<file path="src/rtl/integer_matrix_multiply_assert.svh">
// Assertion macros for the integer matrix multiplier.
// Expects clk and rst_n in the scope of each use; no other dependencies.
`ifndef INTEGER_MATRIX_MULTIPLY_ASSERT_SVH
`define INTEGER_MATRIX_MULTIPLY_ASSERT_SVH

// Consequent must hold in the same cycle as the antecedent.
`define IMM_ASSERT_SAME(label, ante, cons, msg) \
    label: assert property (@(posedge clk) disable iff (!rst_n) (ante) |-> (cons)) \
        else $error(msg);

// Consequent must hold in the cycle after the antecedent.
`define IMM_ASSERT_NEXT(label, ante, cons, msg) \
    label: assert property (@(posedge clk) disable iff (!rst_n) (ante) |=> (cons)) \
        else $error(msg);

`endif

</file>
<file path="src/rtl/imm_pkg.sv">
// Shared types and codes for the integer matrix multiplier.
// No dependencies.
package imm_pkg;

    // Element and result word width
    localparam int DATA_W = 32;
    // Width of a dimension register
    localparam int DIM_W  = 4;

    // Item action codes
    localparam logic [1:0] ACT_WR_A    = 2'd0;
    localparam logic [1:0] ACT_WR_B    = 2'd1;
    localparam logic [1:0] ACT_COMPUTE = 2'd2;

    // Configuration register indexes
    localparam logic [1:0] CFG_ROWS_A    = 2'd0;
    localparam logic [1:0] CFG_INNER_DIM = 2'd1;
    localparam logic [1:0] CFG_COLS_B    = 2'd2;

    // Sequencer states
    typedef enum logic [1:0] {
        ST_IDLE,
        ST_ISSUE,
        ST_DRAIN,
        ST_OUT
    } state_t;

endpackage

</file>
<file path="src/rtl/imm_ram.sv">
// Generic single-port-write, single-port-read RAM with registered read data.
// No dependencies.
module imm_ram #(
    parameter int WIDTH = 32,
    parameter int DEPTH = 64
) (
    input  logic                     clk,
    input  logic                     wr_en,
    input  logic [$clog2(DEPTH)-1:0] wr_addr,
    input  logic [WIDTH-1:0]         wr_data,
    input  logic                     rd_en,
    input  logic [$clog2(DEPTH)-1:0] rd_addr,
    output logic [WIDTH-1:0]         rd_data
);

    logic [WIDTH-1:0] mem_reg [DEPTH];

    // Write port and registered read port
    always_ff @(posedge clk)
    begin
        if (wr_en)
        begin
            mem_reg[wr_addr] <= wr_data;
        end
        if (rd_en)
        begin
            rd_data <= mem_reg[rd_addr];
        end
    end

endmodule

</file>
<file path="src/rtl/integer_matrix_multiply.sv">
// Integer matrix multiplier top level.
// Depends on imm_pkg, imm_ram and integer_matrix_multiply_assert.svh.
//
// Load items (write A or B element) are taken one per cycle while idle. A
// compute item walks the product in row-major order; for each product element
// the terms are read from the A and B RAMs one per cycle, the read data and
// then the product are registered and summed, and the result is held on the
// output until taken. A run is paced by the single shared 32x32 multiplier and
// the one read port of each matrix RAM. item_ready is low for the whole run.
// Element reads of A and B that were never written return whatever the RAM
// holds.
`include "integer_matrix_multiply_assert.svh"

module integer_matrix_multiply #(
    parameter int MAX_DIM = 8
) (
    input  logic                               clk,
    input  logic                               rst_n,
    // Configuration write port
    input  logic                               cfg_wr_en,
    input  logic [1:0]                         cfg_index,
    input  logic [imm_pkg::DIM_W-1:0]          cfg_data,
    // Input item channel
    input  logic                               item_valid,
    output logic                               item_ready,
    input  logic [1:0]                         action,
    input  logic [2:0]                         row_index,
    input  logic [2:0]                         col_index,
    input  logic signed [imm_pkg::DATA_W-1:0]  element_value,
    // Result item channel
    output logic                               result_valid,
    input  logic                               result_ready,
    output logic [2:0]                         out_row,
    output logic [2:0]                         out_col,
    output logic signed [imm_pkg::DATA_W-1:0]  product_value,
    output logic                               last
);

    localparam int IDX_W  = $clog2(MAX_DIM);
    localparam int DEPTH  = MAX_DIM * MAX_DIM;
    localparam int ADDR_W = $clog2(DEPTH);

    // Clamp a dimension register to 1..MAX_DIM and return it minus one
    function automatic logic [IDX_W-1:0] clamp_m1(input logic [imm_pkg::DIM_W-1:0] v);
        logic [IDX_W-1:0] r;
        if (v == '0)
        begin
            r = '0;
        end
        else if (32'(v) > MAX_DIM)
        begin
            r = IDX_W'(MAX_DIM - 1);
        end
        else
        begin
            r = IDX_W'(32'(v) - 1);
        end
        return r;
    endfunction

    imm_pkg::state_t state_reg, state_next;

    logic [imm_pkg::DIM_W-1:0] rows_a_reg, inner_dim_reg, cols_b_reg;

    logic [IDX_W-1:0] nr_m1_reg, nr_m1_next;
    logic [IDX_W-1:0] nk_m1_reg, nk_m1_next;
    logic [IDX_W-1:0] nc_m1_reg, nc_m1_next;
    logic [IDX_W-1:0] i_reg, i_next;
    logic [IDX_W-1:0] j_reg, j_next;
    logic [IDX_W-1:0] k_reg, k_next;

    logic rd_vld_reg, rd_last_reg;
    logic prod_vld_reg, prod_last_reg;

    logic [imm_pkg::DATA_W-1:0] prod_reg;
    logic [imm_pkg::DATA_W-1:0] acc_reg;
    logic [imm_pkg::DATA_W-1:0] result_reg;

    logic                       item_acc;
    logic                       compute_acc;
    logic                       wr_in_range;
    logic                       wr_a_en, wr_b_en;
    logic [ADDR_W-1:0]          wr_addr;
    logic                       rd_en;
    logic [ADDR_W-1:0]          rd_addr_a, rd_addr_b;
    logic [imm_pkg::DATA_W-1:0] rd_data_a, rd_data_b;
    logic [imm_pkg::DATA_W-1:0] mul_lo;
    logic [imm_pkg::DATA_W-1:0] acc_sum;
    logic                       is_last;

    // Handshake decode
    assign item_acc    = item_valid && item_ready;
    assign compute_acc = item_acc && (action == imm_pkg::ACT_COMPUTE);
    assign wr_in_range = (32'(row_index) < MAX_DIM) && (32'(col_index) < MAX_DIM);
    assign wr_addr     = ADDR_W'(32'(row_index) * MAX_DIM + 32'(col_index));
    assign wr_a_en     = item_acc && wr_in_range && (action == imm_pkg::ACT_WR_A);
    assign wr_b_en     = item_acc && wr_in_range && (action == imm_pkg::ACT_WR_B);

    // Term addresses: A[i][k] and B[k][j]
    assign rd_addr_a = ADDR_W'(32'(i_reg) * MAX_DIM + 32'(k_reg));
    assign rd_addr_b = ADDR_W'(32'(k_reg) * MAX_DIM + 32'(j_reg));

    imm_ram #(
        .WIDTH (imm_pkg::DATA_W),
        .DEPTH (DEPTH)
    ) u_ram_a (
        .clk     (clk),
        .wr_en   (wr_a_en),
        .wr_addr (wr_addr),
        .wr_data (element_value),
        .rd_en   (rd_en),
        .rd_addr (rd_addr_a),
        .rd_data (rd_data_a)
    );

    imm_ram #(
        .WIDTH (imm_pkg::DATA_W),
        .DEPTH (DEPTH)
    ) u_ram_b (
        .clk     (clk),
        .wr_en   (wr_b_en),
        .wr_addr (wr_addr),
        .wr_data (element_value),
        .rd_en   (rd_en),
        .rd_addr (rd_addr_b),
        .rd_data (rd_data_b)
    );

    // Shared multiplier, low word only (wraps modulo 2^32)
    assign mul_lo  = rd_data_a * rd_data_b;
    assign acc_sum = acc_reg + prod_reg;
    assign is_last = (i_reg == nr_m1_reg) && (j_reg == nc_m1_reg);

    // Next state
    always_comb
    begin
        state_next = state_reg;
        case (state_reg)
            imm_pkg::ST_IDLE:
            begin
                if (compute_acc)
                begin
                    state_next = imm_pkg::ST_ISSUE;
                end
            end
            imm_pkg::ST_ISSUE:
            begin
                if (k_reg == nk_m1_reg)
                begin
                    state_next = imm_pkg::ST_DRAIN;
                end
            end
            imm_pkg::ST_DRAIN:
            begin
                if (prod_last_reg)
                begin
                    state_next = imm_pkg::ST_OUT;
                end
            end
            imm_pkg::ST_OUT:
            begin
                if (result_ready)
                begin
                    state_next = is_last ? imm_pkg::ST_IDLE : imm_pkg::ST_ISSUE;
                end
            end
            default:
            begin
                state_next = imm_pkg::ST_IDLE;
            end
        endcase
    end

    // State outputs
    always_comb
    begin
        item_ready   = 1'b0;
        result_valid = 1'b0;
        rd_en        = 1'b0;
        case (state_reg)
            imm_pkg::ST_IDLE:  item_ready   = 1'b1;
            imm_pkg::ST_ISSUE: rd_en        = 1'b1;
            imm_pkg::ST_OUT:   result_valid = 1'b1;
            default:           item_ready   = 1'b0;
        endcase
    end

    // Loop counters and latched dimensions
    always_comb
    begin
        i_next     = i_reg;
        j_next     = j_reg;
        k_next     = k_reg;
        nr_m1_next = nr_m1_reg;
        nk_m1_next = nk_m1_reg;
        nc_m1_next = nc_m1_reg;
        if (compute_acc)
        begin
            i_next     = '0;
            j_next     = '0;
            k_next     = '0;
            nr_m1_next = clamp_m1(rows_a_reg);
            nk_m1_next = clamp_m1(inner_dim_reg);
            nc_m1_next = clamp_m1(cols_b_reg);
        end
        else if (state_reg == imm_pkg::ST_ISSUE)
        begin
            k_next = (k_reg == nk_m1_reg) ? '0 : k_reg + 1'b1;
        end
        else if (state_reg == imm_pkg::ST_OUT && result_ready && !is_last)
        begin
            if (j_reg == nc_m1_reg)
            begin
                j_next = '0;
                i_next = i_reg + 1'b1;
            end
            else
            begin
                j_next = j_reg + 1'b1;
            end
        end
    end

    // Control registers
    always_ff @(posedge clk or negedge rst_n)
    begin
        if (!rst_n)
        begin
            state_reg     <= imm_pkg::ST_IDLE;
            rows_a_reg    <= imm_pkg::DIM_W'(8);
            inner_dim_reg <= imm_pkg::DIM_W'(8);
            cols_b_reg    <= imm_pkg::DIM_W'(8);
            nr_m1_reg     <= '0;
            nk_m1_reg     <= '0;
            nc_m1_reg     <= '0;
            i_reg         <= '0;
            j_reg         <= '0;
            k_reg         <= '0;
            rd_vld_reg    <= 1'b0;
            rd_last_reg   <= 1'b0;
            prod_vld_reg  <= 1'b0;
            prod_last_reg <= 1'b0;
        end
        else
        begin
            state_reg     <= state_next;
            nr_m1_reg     <= nr_m1_next;
            nk_m1_reg     <= nk_m1_next;
            nc_m1_reg     <= nc_m1_next;
            i_reg         <= i_next;
            j_reg         <= j_next;
            k_reg         <= k_next;
            // Advance the read and multiply valid pipeline
            rd_vld_reg    <= rd_en;
            rd_last_reg   <= rd_en && (k_reg == nk_m1_reg);
            prod_vld_reg  <= rd_vld_reg;
            prod_last_reg <= rd_last_reg;
            // Take configuration writes; drop unknown indexes
            if (cfg_wr_en)
            begin
                case (cfg_index)
                    imm_pkg::CFG_ROWS_A:    rows_a_reg    <= cfg_data;
                    imm_pkg::CFG_INNER_DIM: inner_dim_reg <= cfg_data;
                    imm_pkg::CFG_COLS_B:    cols_b_reg    <= cfg_data;
                    default:                rows_a_reg    <= rows_a_reg;
                endcase
            end
        end
    end

    // Product, accumulator and result word
    always_ff @(posedge clk)
    begin
        if (rd_vld_reg)
        begin
            prod_reg <= mul_lo;
        end
        if (prod_last_reg)
        begin
            result_reg <= acc_sum;
            acc_reg    <= '0;
        end
        else if (prod_vld_reg)
        begin
            acc_reg <= acc_sum;
        end
        else if (compute_acc)
        begin
            acc_reg <= '0;
        end
    end

    // Result fields
    assign out_row       = 3'(i_reg);
    assign out_col       = 3'(j_reg);
    assign product_value = result_reg;
    assign last          = is_last;

    // Intake is closed while a result waits
    `IMM_ASSERT_SAME(a_no_intake_with_result, item_ready, !result_valid, "intake open with result pending")
    // Multiply pipeline is only busy during a run
    `IMM_ASSERT_SAME(a_prod_in_run, prod_vld_reg, (state_reg == imm_pkg::ST_ISSUE) || (state_reg == imm_pkg::ST_DRAIN), "product outside run")
    // A taken non-final result restarts the term walk at k zero
    `IMM_ASSERT_NEXT(a_next_elem, result_valid && result_ready && !last, (state_reg == imm_pkg::ST_ISSUE) && (k_reg == '0), "bad restart after result")

endmodule

</file>
<file path="config.mk">
export PLATFORM = sky130hd
export DESIGN_NAME = integer_matrix_multiply
export DESIGN_NICKNAME = d
export VERILOG_FILES = /design/src/rtl/imm_pkg.sv /design/src/rtl/imm_ram.sv /design/src/rtl/integer_matrix_multiply.sv
export VERILOG_INCLUDE_DIRS = /design/src /design/src/rtl
export SDC_FILE = /design/constraint.sdc
export NUM_CORES = 2
export LEC_CHECK = 0
export BUFFER_PORTS_ARGS = -buffer_cell sky130_fd_sc_hd__buf_2
export CORE_MARGIN = 5
export CORE_UTILIZATION = 50
export DETAILED_ROUTE_END_ITERATION = 7
export PLACE_DENSITY_LB_ADDON = 0.12
export SLEW_MARGIN = 20
export SYNTH_ARGS = -nofsm -noshare
export SYNTH_HDL_FRONTEND = slang
export SYNTH_SLANG_ARGS = --single-unit
</file>
<file path="constraint.sdc">
create_clock -name clk -period 10.1 [get_ports clk]
set_clock_uncertainty 0.1 [all_clocks]
set_input_delay 0.505 -clock clk [delete_from_list [all_inputs] [get_ports clk]]
set_output_delay 0.505 -clock clk [all_outputs]
set_load 0.005 [all_outputs]
</file>
Word-level counts from Yosys, hierarchy flattened
Memory sizes are Yosys's and may differ from the RTL's. A register that Yosys moved wholly into a read port is not among the register bits. Cells that the tools add are included. W data, S select, Z words.

Input port bits: 51. Memory bits (writable): 4096. Flip-flop bits (word level): 132. Word-level logic and storage cells: 105. Output and inout bits: 41. Memories: 2.

Eq/ne operators: 15. Multiply operators: 1. Magnitude comparators: 3. Add/sub/neg operators: 10. Reductions and logical operators: 25. Multiplexer cells: 32.

Memories: u_ram_a.mem_reg (words 64, width 32, read ports 1, clocked after Yosys merged registers in 1, write ports 1, RTL line imm_ram.sv:16) `logic [WIDTH-1:0] mem_reg [DEPTH];`; u_ram_b.mem_reg (words 64, width 32, read ports 1, clocked after Yosys merged registers in 1, write ports 1, RTL line imm_ram.sv:16).

Operators with widths (number): $mux W32 (2); $mux W3 (17); $add A32 B32 Y32 (1); $mul A32 B32 Y32 (1); $add A6 B3 Y6 (3); $gt A4 B4 Y1 const B (3); $logic_not A4 Y1 (3); $ne A2 B2 Y1 const B (5); $add A3 B1 Y3 const B (3); $eq A3 B3 Y1 (3); $sub A3 B1 Y3 const B (3); $eq A2 B2 Y1 const B (4); $logic_and A1 B1 Y1 (8); $mux W1 (8); $mux W2 (4); $pmux W2 S4 (1); $reduce_and A2 Y1 (4); $reduce_bool A2 Y1 (4); $eq A2 B1 Y1 const B (3); $logic_not A2 Y1 (3); $reduce_and A4 Y1 (1); $reduce_and A3 Y1 (1); $logic_not A1 Y1 (1).

Longest topological paths before layout
Word-level depth: 7. Mapped depth: 27. Gate-level depth less buffers: 25.

By module
A second synthesis with hierarchy kept.

Cell total of the unflattened synthesis: 8959. Area total of the unflattened synthesis: 179768.7 um2.

By module, submodules not included: imm_ram (sequential area each 62459.9 um2, times used 2, cells an instance 3324, area each 78835.6 um2); integer_matrix_multiply (sequential area each 3467.1 um2, times used 1, cells an instance 2311, area each 22097.4 um2).

Least setup slack after synthesis
No wires, ideal clock.

Path kind: reg2reg. Start point: register u_ram_b.rd_data[5] (read register of u_ram_b.mem_reg). End point: register prod_reg[31] in the netlist's numbering, data pin. Clock period less this slack: 7069 ps. Setup slack: 3031 ps. Buffers on the path: 1. Data arrival time: 6709 ps. Setup time: 260 ps. Cell stages (with the launch flop): 25. Required time: 9740 ps. Path through: edfxtp_1 > clkbuf_1 > and2_1 > fa_1 > fa_1 > fa_1 > inv_1 > fa_1 > inv_1 > fa_1 > inv_1 > fa_1 > inv_1 > fa_1 > fa_1 > ha_1 > a21o_1 > a21oi_1 > o21ai_2 > a311oi_4 > o31ai_2 > and4_4 > a2111oi_4 > a21oi_2 > xnor2_1.

Cells in the longest elaborated chain, start to end: 1.

RTL lines: start, declared (RTL line imm_ram.sv:13) `output logic [WIDTH-1:0] rd_data`; $mul A32 B32 Y32 (RTL line integer_matrix_multiply.sv:130) `assign mul_lo = rd_data_a * rd_data_b;`; named net mul_lo, one bit (RTL line integer_matrix_multiply.sv:87) `logic [imm_pkg::DATA_W-1:0] mul_lo;`; end signal, assigned (RTL line integer_matrix_multiply.sv:276) `prod_reg <= mul_lo;`; end, declared (RTL line integer_matrix_multiply.sv:75) `logic [imm_pkg::DATA_W-1:0] prod_reg;`.

The timed path passes the listed nets, and every way through them passes these cells. A chain may end at the register's enable or synchronous reset.

Final worst setup path
Start point: register u_ram_b.rd_data[5] (read register of u_ram_b.mem_reg). End point: register prod_reg[30] in the netlist's numbering, data pin.

Same word-level chain as after synthesis.

==> results.md <==
- Post-Syn Nets: 8999
- Status: finished, final reports clean
- Asr flop ratio synth: 0.839%
- Synth Area in Simple Gates: 2.57%
- Hpwl dp: 269 mm
- Layout cells sized above 1: 27.1%
- Setup CP Type: flip-flop to flip-flop
- RSZ-0062 raised after global routing: no
- Max cap viols: 0
- Final min period: 7.85 ns
- Wire length per cell: 34.2 µm
- Routed WL: 476 mm
- Vias: 86300
- Largest family of logic cells by synthesized area: multiplexers
- Worst-Skew Late Latency: 0.99 ns
- Hold_buf cts: 34
- Post-synth top area cell: edfxtp_1
- Clock Sinks: 4292
- Fin crit share: 77.7%
- DRC Markers: 0
- Worst hold margin: 0.0414 ns
- Initial antenna violation count: 61
- Post-CTS Resized: 0
- Most common cell in the netlist: edfxtp_1
- Grt ovf: 0
- Post-Syn Instances: 8375
- Cell Pwr Density: 177 nW/µm²
- Overall Global Routing Usage: 25.7%
- # nets final: 9399
- Pre-antenna DRT Iters: 6
- EDFF count, synth: 4224
- First-pass GRT wire length: 677 mm
- Die area: 371000 µm²
- Top post-synthesis cells by area: edfxtp_1 71%, mux4_2 17%, fa_1 4.6%, ha_1 1.1%, and2_1 1.0%
- Leakage dissipation: 66.5 nW
- GPL Wtd Cong: 0.839
- Complex-gate fraction of the synthesized area: 0.890%
- Mux contribution to synthesized area: 16.9%
- Core ar.: 358000 µm²
- Synth Area in XOR/XNOR: 0.595%
- Cells after DPL: 13100
- Worst ir drop on vdd: 0.157 mV
- Setup TNS: 0 ns
- Register bit total from synthesis: 4292
- Worst setup SP type: flip-flop
- Fmax achieved: 0.127 GHz
- Non-Filler Instances: 13900
- Syn Std Cell Area: 179000 µm²
- Hold WC Path Type: input pin to flip-flop
- Top cell type's share of synthesized area: 70.7%
- Final hold vios: 0
- CTS buffer count: 440
- Crit. End Element: flip-flop
- Die H: 609 µm
- Adder-cell share of the synthesized area: 5.71%
- Maximum root-to-sink buffer count: 4
- Clock Tree Root: clkbuf_16
- Syn Area/Cell: 21.4 µm²
- Yosys cell types: 75
- Worst path arrival time: 8.52 ns
- Die width: 609 µm
- # port buffers: 91
- CP Max Fanout: 27
- Largest net degree at the start of global routing: 117
- Clk slew on worst S/H paths: 0.06 ns
- Vias in the first global route: 90000
- Final setup viols: 0
- Remaining antenna violation count: 0
- Rows: 220
- Most frequent cells after synthesis: 4224 x edfxtp_1, 1322 x mux4_2, 418 x inv_1
- Area Growth Syn to Fin: 12.4%
- Initial drt markers: 10000
- Number of synthesis warnings: 0
- Effective utilization at floorplan: 50.1%
- Sequential-to-total area share from yosys stat: 71.5%
- Total Power: 0.0358 W
- Drt via density: 6.20
- Ys flop type: edfxtp_1
- Slew Viols, Final: 0
- # IOs: 92
- Worst Path Required: 10.77 ns
- Post-CTS Setup Inserts: 0
- Worst Max-Slew Pin Slew: 1.15 ns
- TritonCTS clock tree: built
- CTS H-tree lvls: 5
- Max-Slew Margin vs Limit: 23.2%
- Placed cell areas: 187000 µm²
- Design area: 202000 µm²
## cells by family (layout without fill, tap and decap cells)
logic type | Yosys count | count (layout)
flip-flops | 4292 | 4292
multiplexers | 1366 | 1366
AND/OR/NAND/NOR | 943 | 943
buffers and inverters | 842 | 1608
adder cells (fa/ha/maj) | 573 | 573
AO/OA/AOI/OAI | 237 | 237
XOR/XNOR | 122 | 122
other | 0 | 15
## stage by stage
step / worst slack (ns) / util [%]
floorplan: 3.03 / -
detailed placement: 2.20 / 52.3
CTS: 2.16 / 56.3
global placement: 2.28 / 52.3
finish: 2.25 / 56.3
global route: 1.84 / 56.3
## where the power goes
group | total [W] | switching (W) | leakage, nW | internal [W]
sequential | 0.0196 | 0.00000683 | 38.6 | 0.0196
combinational | 0.000397 | 0.000351 | 21.0 | 0.0000464
clock | 0.0158 | 0.00677 | 6.82 | 0.00906
total | 0.0358 | 0.00713 | 66.5 | 0.0287
## placed cells by master (no fill, tap or decap), types with 31 or more instances in the layout
cell and count:
clkinv_2 82, ha_1 163, fa_1 409, nor2_4 128, clkbuf_1 82, and2_1 296
xor2_1 31, edfxtp_1 4224, a21oi_1 74, inv_1 418, buf_2 59, dlygate4sd3_1 34
o21ai_0 34, bufinv_16 38, buf_4 270, clkbuf_16 447, nor2_1 68, xnor2_1 91
dfxtp_1 32, clkinv_1 115, mux4_2 1322, nand2_1 317
## area by class of cell
cell class                 count  area (µm²)
fill                       26500      157000
tap                         4773        5970
inverter                     418        1570
timing repair buffer         382        3030
clock inverter               279        2530
sequential                  4292      128000
clock buffer                 529       11500
antenna                       15        37.5
multi-input combinational   3241       48800
## layer usage
metal  GRT usage (%)  vias up  wire, µm
met3            4.57      639     38500
met4            6.31       22     12700
met2            41.0     3545    230000
met1            37.5    47500    195000
met5               0        -       122
li1                -    34600         -
## path summary, 6_finish.rpt
check,start,to,slack (ns),depth (start not counted)
worst max-delay path,u_ram_b.rd_data[5],prod_reg[30],2.25,21
worst min-delay path,element_value[15],u_ram_a.mem_reg[39][15],0.04,1
worst max register to register,u_ram_b.rd_data[5],prod_reg[30],2.25,21
worst min register to register,rd_last_reg,prod_last_reg,0.29,0
max in group asynchronous,rst_n,k_reg[2],9.06,2
min in group asynchronous,rst_n,prod_last_reg,0.18,2
## critical path: stages, from the launching register on
cell      delay [ns]
edfxtp_1        0.92
and2_1          0.26
fa_1            0.42
fa_1            0.50
fa_1            0.52
inv_1           0.05
fa_1            0.49
inv_1           0.06
fa_1            0.49
inv_1           0.05
fa_1            0.53
inv_1           0.05
fa_1            0.49
fa_1            0.42
ha_1            0.37
nand3_1         0.18
or3_1           0.40
o211ai_1        0.36
nand3_1         0.18
and3_1          0.19
or4_1           0.50
o211ai_1        0.09
No activity file was read; power rests on OpenSTA's default activity.
